[config.mk]
export PLATFORM = sky130hd
export DESIGN_NAME = npq_cell
export DESIGN_NICKNAME = d
export VERILOG_FILES = /design/src/hw/rtl/npq_pkg.sv /design/src/hw/rtl/npq_cell.sv
export SDC_FILE = /design/constraint.sdc
export NUM_CORES = 1
export LEC_CHECK = 0
export ABC_AREA = 1
export BUFFER_PORTS_ARGS = -buffer_cell sky130_fd_sc_hd__buf_2
export CORE_ASPECT_RATIO = 2
export CORE_MARGIN = 10
export CORE_UTILIZATION = 50
export CTS_CLUSTER_SIZE = 8
export DETAILED_ROUTE_END_ITERATION = 8
export PLACE_DENSITY = 0.78
export SYNTH_ARGS = -nofsm -noshare
export SYNTH_HDL_FRONTEND = slang
export SYNTH_SLANG_ARGS = --single-unit
[constraint.sdc]
create_clock -name clk -period 21.6 [get_ports clk]
set_input_delay 4.32 -clock clk [delete_from_list [all_inputs] [get_ports clk]]
set_output_delay 4.32 -clock clk [all_outputs]
set_load 0.01 [all_outputs]
[src/hw/rtl/npq_pkg.sv]
// ----------------------------------------------------------------------------
// npq_pkg
// Shared types, palette table and distance function for the nearest palette
// quantizer.
// ----------------------------------------------------------------------------
package npq_pkg;

  localparam int NUM_COLORS = 16;
  localparam int IDX_W      = $clog2(NUM_COLORS);
  localparam int CH_W       = 8;
  localparam int SQ_W       = 2 * CH_W;
  localparam int DIST_W     = SQ_W + 2;

  typedef logic [IDX_W-1:0]  idx_t;
  typedef logic [DIST_W-1:0] dist_t;

  typedef struct packed {
    logic [CH_W-1:0] blue;
    logic [CH_W-1:0] green;
    logic [CH_W-1:0] red;
  } color_t;

  typedef struct packed {
    logic   valid;
    color_t first_pix;
    color_t second_pix;
    dist_t  first_dist;
    dist_t  second_dist;
    idx_t   first_idx;
    idx_t   second_idx;
  } stage_t;

  localparam dist_t DIST_MAX = {DIST_W{1'b1}};

  localparam color_t PALETTE [NUM_COLORS] = '{
    '{8'h00, 8'h00, 8'h00}, '{8'h00, 8'h00, 8'hFF}, '{8'h00, 8'hA1, 8'hFF},
    '{8'h9F, 8'hA0, 8'hFF}, '{8'h00, 8'hFF, 8'hFF}, '{8'h00, 8'hA0, 8'hA3},
    '{8'h00, 8'hA1, 8'h00}, '{8'h00, 8'hFF, 8'h00}, '{8'h9D, 8'hFF, 8'hA0},
    '{8'h9B, 8'h00, 8'h00}, '{8'hFF, 8'h00, 8'h00}, '{8'hFF, 8'h00, 8'hA2},
    '{8'hFF, 8'h00, 8'hFF}, '{8'hFF, 8'hFF, 8'h00}, '{8'h9F, 8'hA1, 8'hA2},
    '{8'hFF, 8'hFF, 8'hFF}
  };

  function automatic logic [SQ_W-1:0] sq_diff(input logic [CH_W-1:0] a,
                                              input logic [CH_W-1:0] b);
    logic [CH_W-1:0] d;
    d = (a >= b) ? (a - b) : (b - a);
    return SQ_W'(d) * SQ_W'(d);
  endfunction

  function automatic dist_t sq_dist(input color_t p, input color_t c);
    return DIST_W'(sq_diff(p.blue, c.blue)) + DIST_W'(sq_diff(p.green, c.green))
         + DIST_W'(sq_diff(p.red, c.red));
  endfunction

endpackage

[src/hw/rtl/npq_cell.sv]
// ----------------------------------------------------------------------------
// npq_cell
// One palette entry of the chain: measures both pixels against its color and
// keeps the nearer candidate, then hands the request to the next cell.
// ----------------------------------------------------------------------------
module npq_cell (
  input  logic            clk,
  input  logic            rst_n,
  input  npq_pkg::color_t pal_color,
  input  npq_pkg::idx_t   pal_idx,
  input  npq_pkg::stage_t stage_in,
  output npq_pkg::stage_t stage_out
);

  npq_pkg::stage_t stage_r;
  npq_pkg::stage_t stage_nxt;
  npq_pkg::dist_t  first_d;
  npq_pkg::dist_t  second_d;

  always_comb begin
    first_d   = npq_pkg::sq_dist(stage_in.first_pix, pal_color);
    second_d  = npq_pkg::sq_dist(stage_in.second_pix, pal_color);
    stage_nxt = stage_in;
    if (first_d < stage_in.first_dist) begin
      stage_nxt.first_dist = first_d;
      stage_nxt.first_idx  = pal_idx;
    end
    if (second_d < stage_in.second_dist) begin
      stage_nxt.second_dist = second_d;
      stage_nxt.second_idx  = pal_idx;
    end
  end

  always_ff @(posedge clk) begin
    if (!rst_n) begin
      stage_r <= '0;
    end else begin
      stage_r <= stage_nxt;
    end
  end

  assign stage_out = stage_r;

endmodule

==> flow_summary_export.csv, run 1 <==
group,metric,value,unit
timing,min_period,12710,ps
worst_setup_path,cp_data_arrival_time,12990,ps
grt,grt_overflow,0,
grt,grt_usage,23.33,%
timing,period_share,58.85,%
grt,grt_pass1_vias,18460,
layout,drive_gt1_share,11.90,%
place,placed_area,21660,sq um
drt,drc_errors,0,
timing,worstMarginPinSlew,1089,ps
place,gp_congestion,1.016,
synthesis,syn-num-nets,3457,
timing,hold_viol,0,
clocking,cts_post_setup_buffers_inserted,0,
timing,fmax,78.66,MHz
timing,maxSlewViolCount,0,
worst_setup_path,cp_slowest_cell,"fa_1",
floorplanning,die_area,49080,sq um
timing,setup_ws,8887,ps
place,portBuffers,215,
drt,first_iter_violations,705,
min_path,worstHoldStart,"stage_in[92]",
layout,area_delta_synth_final,9.430,%
synthesis,yosysSeqAreaShare,9.268,%
min_path,hold_path_class,"in -> reg",
floorplanning,fp.dieH,303.5,microns
clocking,cts.sinks,93,
drt,post_drt_wl_per_cell,16.21,microns
synthesis,netlist_instances,2776,
worst_setup_path,max_stage_delay,590,ps
synthesis,avgSynthCellArea,7.236,sq um
floorplanning,start_util,50.77,%
timing,maxSlewHeadroom,27.41,%
floorplanning,core_area,39560,sq um
clocking,cts_tree,"yes",
layout,regArea,1862,sq um
worst_setup_path,cp-end-kind,"register",
clocking,hold_buffers,0,
min_path,hold_end,"stage_out[92]$_SDFF_PN0_",
layout,largest_reg_flops,93,
synthesis,synth_cell_types,42,
synthesis,synth-seq-cells,93,
synthesis,synthTopCellsByArea,"fa_1 28%, ha_1 18%, inv_1 13%",
place,dp.cells,3485,
drt,vias,17590,
synthesis,yosys.area.top_type,"fa_1",
drt,wl,56770,microns
place,place_hpwl,49870,microns
worst_setup_path,critPathMaxFanout,32,
layout,final_cells,3503,
grt,antenna_found_initial,2,
clocking,clock-root-buffer,"clkbuf_16",
worst_setup_path,cp.required,21880,ps
worst_setup_path,cp_common_cell,"nand2_1",
drt,via_per_inst,5.022,
floorplanning,ios,216,
floorplanning,row_count,103,
drt,first_pass_iters,5,
worst_setup_path,start_kind,"input port",
layout,layout.cells.most_common,"inv_1",
clocking,clk_path_buf_depth,2,
min_path,hold_depth,3,
timing,setup_violations,0,
synthesis,synth_warnings,0,
clocking,htree_levels,3,
layout,layout_common_cells,"717 x inv_1, 657 x nand2_1, 283 x nor2_1",
layout,fin_nets,3652,
clocking,post_cts_resized,0,
floorplanning,die_w,161.7,microns
drt,ant_nets,0,
layout,final_area,21980,sq um
worst_setup_path,path_class,"in -> reg",
synthesis,netlist_area,20090,sq um
synthesis,yosysTopAreaCellShare,27.51,%
grt,grt_max_degree,94,
place,dp_slack,8544,ps
outcome,outcome,"complete, no violations",
clocking,clk_pin_slew,90,ps
layout,multiInputGateArea,15220,sq um
layout,fillers,3800,
clocking,cts_buffers,9,
timing,rsz0062_at_grt,"no",
run,maxCapViolCount,0,
grt,grt_pass1_wl,89640,microns
timing,fin_tns_setup,0,ps
[synthesized netlist by cell type, drive strengths merged]
library cell / number
nor2: 303
xnor2: 20
o21a: 12
buf: 24
nand4: 26
clkinv: 1
clkbuf: 9
inv: 751
ha: 282
xor2: 37
dfxtp: 93
o21ai: 27
nand2: 698
fa: 276
nand2b: 1
nand3: 92
nand3b: 1
a21oi: 82
a21o: 4
nor3: 10
or2: 11
and2: 5
o21bai: 11
[how the worst max path moves through the flow]
stage,end,startpoint
after CTS,stage_out[21]$_SDFF_PN0_,stage_in[44]
final,stage_out[21]$_SDFF_PN0_,stage_in[44]
after detailed placement,stage_out[8]$_SDFF_PN0_,stage_in[44]
after global routing,stage_out[1]$_SDFF_PN0_,stage_in[60]
after floorplan,stage_out[17]$_SDFF_PN0_,stage_in[60]
after global placement,stage_out[18]$_SDFF_PN0_,stage_in[44]
[cells by family after synthesis]
family	count (synthesis)	share of synthesized area [%]
xor gates and xnor gates	57	2.485
AOI/OAI and AO/OA	136	4.080
buffers and inverters	785	14.99
adders and majority gates	558	45.07
DFF	93	9.268
and+or+nand+nor	1147	24.11
[per-layer routing]
metal | vias up | share of wire (%) | global-route usage [%] | routed length, microns
li1 | 8504 | - | - | -
met1 | 8431 | 31 | 19.90 | 17650
met2 | 457 | 59 | 48.28 | 33590
met3 | 200 | 3.1 | 2.544 | 1759
met4 | 0 | 6.6 | 15.70 | 3765
met5 | - | 0 | 0 | 0
[worst max-delay path, delay by kind of cell]
family / cells / cell delay (ps)
AOI/OAI and AO/OA: 2 / 380
adders and majority gates: 11 / 4800
buffers and inverters: 8 / 950
and+or+nand+nor: 21 / 2480
[area by class of cell]
class / count / share of cell area (%)
multi-input cells: 1898 / 69.22
inverters: 752 / 12.90
flip-flops and latches: 93 / 8.469
repair buffers: 217 / 4.975
well taps: 525 / 2.988
clock buffers: 10 / 1.087
clock inverters: 6 / 0.3415
diodes: 2 / 0.02277
[through the flow]
| step | hold WS (ps) | util (%) |
|---|---|---|
| after global routing | 4124 | 55.55 |
| after CTS | 4103 | 55.55 |
| after global placement | 4507 | 54.75 |
| after floorplan | 4413 | - |
| after detailed placement | 4522 | 54.75 |
| final | 4111 | 55.56 |
Power of run 1 is not shown: default switching activity piles up to over one toggle a cycle in this logic, so the estimate is an artifact.
==> run 2, diff against run 1 <==
ABC_AREA = 0   (was 1)
clock period = 11.9 ns   (was 21.6 ns; I/O delays follow)
==> run 2 against run 1 <==
Non-clock buffer count rose by 69. Sequential cell count is the same. Cell area down 2.6%. Critical path depth is 4 lower. Area after synthesis shrank 5.1%. Die area down 4.6%. Final cell count down 18%. Worst setup slack worse by 8500 ps. Worst hold slack got worse by 1900 ps. Sequential share of layout area grew 0.22 points. Critical path type unchanged.
==> flow_summary_export.csv, run 2 <==
group,metric,value,unit
layout,layout_common_cells,"525 x inv_1, 282 x ha_1, 275 x fa_1",
worst_setup_path,path_class,"in -> reg",
floorplanning,die_w,158.1,microns
layout,largest_reg_flops,93,
worst_setup_path,cp_slowest_cell,"fa_1",
drt,first_iter_violations,645,
worst_setup_path,cp-end-kind,"register",
timing,worstMarginPinSlew,861.1,ps
drt,via_per_inst,5.386,
floorplanning,core_area,37790,sq um
synthesis,yosysMostFrequentCell,"inv_1",
clocking,hold_buffers,0,
timing,setup_violations,0,
synthesis,netlist_instances,2134,
grt,grt_max_degree,99,
min_path,hold_path_class,"in -> reg",
timing,maxSlewViolCount,0,
timing,fmax,86.71,MHz
synthesis,yosysTopAreaCellShare,28.99,%
layout,fin_nets,3071,
floorplanning,fp.dieH,296.1,microns
floorplanning,start_util,50.44,%
grt,grt_usage,23.09,%
worst_setup_path,max_stage_delay,590,ps
timing,min_period,11530,ps
synthesis,synth_edf_count,0,
clocking,clk_path_buf_depth,2,
outcome,outcome,"complete, no violations",
drt,post_drt_wl_per_cell,18.64,microns
place,portBuffers,215,
worst_setup_path,cp_data_arrival_time,11800,ps
synthesis,syn-num-nets,2815,
layout,layout.cells.most_common,"inv_1",
synthesis,synth_warnings,0,
drt,drc_errors,0,
worst_setup_path,cp.required,12170,ps
grt,antenna_found_initial,5,
floorplanning,row_count,101,
synthesis,ys_top_cells_by_count,"526 x inv_1, 282 x ha_1, 276 x fa_1",
clocking,cts_buffers,9,
place,dp.cells,2839,
timing,period_share,96.91,%
clocking,cts_tree,"yes",
clocking,clock-root-buffer,"clkbuf_16",
synthesis,avgSynthCellArea,8.931,sq um
worst_setup_path,start_kind,"input port",
floorplanning,ios,216,
timing,maxSlewHeadroom,42.60,%
grt,grt_overflow,0,
grt,busiest_layer,"met2",
min_path,worstHoldStart,"stage_in[67]",
place,place_hpwl,46850,microns
layout,drive_gt1_share,15.78,%
place,gp_congestion,0.9878,
clocking,cts.sinks,93,
worst_setup_path,cp_common_cell,"fa_1",
clocking,htree_levels,3,
timing,hold_viol,0,
synthesis,synth_ff_type,"dfxtp_1",
floorplanning,die_area,46800,sq um
drt,first_pass_iters,5,
grt,grtUsageMet1,20.28,%
synthesis,yosys.area.top_type,"fa_1",
synthesis,synth-seq-cells,93,
layout,final_cells,2860,
grt,use_met3,2.294,%
drt,vias,15400,
synthesis,netlist_area,19060,sq um
grt,grtUsageMet2,47.08,%
synthesis,synth_cell_types,94,
synthesis,synthTopCellsByArea,"fa_1 29%, ha_1 19%, inv_1 10%",
drt,ant_nets,0,
min_path,hold_depth,2,
grt,grt_pass1_wl,83700,microns
layout,area_delta_synth_final,12.38,%
worst_setup_path,critPathMaxFanout,7,
layout,fillers,3386,
grt,grt_pass1_vias,16960,
clocking,clk_pin_slew,70,ps
synthesis,synthArstFlopShare,0,%
min_path,hold_end,"stage_out[67]$_SDFF_PN0_",
run,maxCapViolCount,0,
synthesis,yosysSeqAreaShare,9.768,%
drt,wl,53310,microns
-- run 2: cell count changes in the layout (fill, tap and decap cells not counted), moves of 55 or more --
cell / delta
and2_1: +57
buf_4: +65
inv_1: -192
mux2i_1: +55
nand2_1: -596
nand3_1: -75
nor2_1: -138
nor2b_1: +72
-- run 2: worst max path at each step --
| stage | start | to | slack, ps | cells past startpoint |
|---|---|---|---|---|
| after global routing | stage_in[60] | stage_out[11]$_SDFF_PN0_ | -30 | 39 |
| after floorplan | stage_in[60] | stage_out[10]$_SDFF_PN0_ | 590 | 35 |
| after detailed placement | stage_in[68] | stage_out[29]$_SDFF_PN0_ | 50 | 38 |
| final | stage_in[68] | stage_out[32]$_SDFF_PN0_ | 370 | 38 |
| after CTS | stage_in[60] | stage_out[3]$_SDFF_PN0_ | 430 | 36 |
| after global placement | pal_color[23] | stage_out[17]$_SDFF_PN0_ | 110 | 37 |
-- run 2: cells by family (layout without fill, tap and decap cells) --
logic type,count (synthesis),count (layout),synth area share (%)
other cells,0,2,0
simple gates,483,483,13.38
xor+xnor,64,64,3.177
compound gates,309,309,11.55
flops,93,93,9.768
buf+inv,568,829,11.50
fa+ha+maj,558,558,47.50
mux,59,59,3.125
-- run 2: metrics by stage --
step | utilization, % | hold WS [ps] | instance area (sq um) | setup slack, ps | TNS [ps]
floorplan | - | 2502 | 19060 | 586.3 | 0
global placement | 55.70 | 2585 | 21050 | 109.6 | 0
detailed placement | 55.70 | 2613 | 21050 | 49.51 | 0
CTS | 56.44 | 2221 | 21330 | 430.4 | 0
global route | 56.69 | 2229 | 21420 | -32.37 | -38.49
finish | 56.69 | 2230 | 21420 | 367.4 | 0
-- run 2: timing repair --
| action | 4_1_cts | 5_1_grt |
|---|---|---|
| hold endpoints to repair | 0 | 0 |
| setup buffers | 0 | 2 |
| setup endpoints to repair | 0 | 26 |
| gates resized for setup | 0 | 9 |
-- run 2: critical path: cells and delay by family --
kind / cells / cell delay, ps
adders and majority gates: 11 / 4900
AOI/OAI and AO/OA: 8 / 1520
buffers and inverters: 10 / 1100
and+or+nand+nor: 6 / 1080
xor gates and xnor gates: 2 / 590
muxes: 1 / 210
-- run 2: routing by layer --
| metal | vias to the layer above | part of all wire [%] |
|---|---|---|
| met5 | - | 0.075 |
| met4 | 4 | 6.6 |
| met3 | 173 | 3.0 |
| met2 | 389 | 60 |
| met1 | 7620 | 31 |
| li1 | 7217 | - |
-- run 2: final cells by class --
| type | instances | area, sq um | area share (%) |
|---|---|---|---|
| Timing Repair Buffer | 286 | 1652 | 7.711 |
| Tap cell | 463 | 579.3 | 2.705 |
| Clock inverter | 4 | 31.28 | 0.1460 |
| Clock buffer | 12 | 246.5 | 1.151 |
| Antenna cell | 2 | 5.005 | 0.02337 |
| Multi-Input combinational cell | 1473 | 15070 | 70.34 |
| Sequential cell | 93 | 1862 | 8.692 |
| Inverter | 527 | 1978 | 9.235 |
Power of run 2 is left out for the same reason.
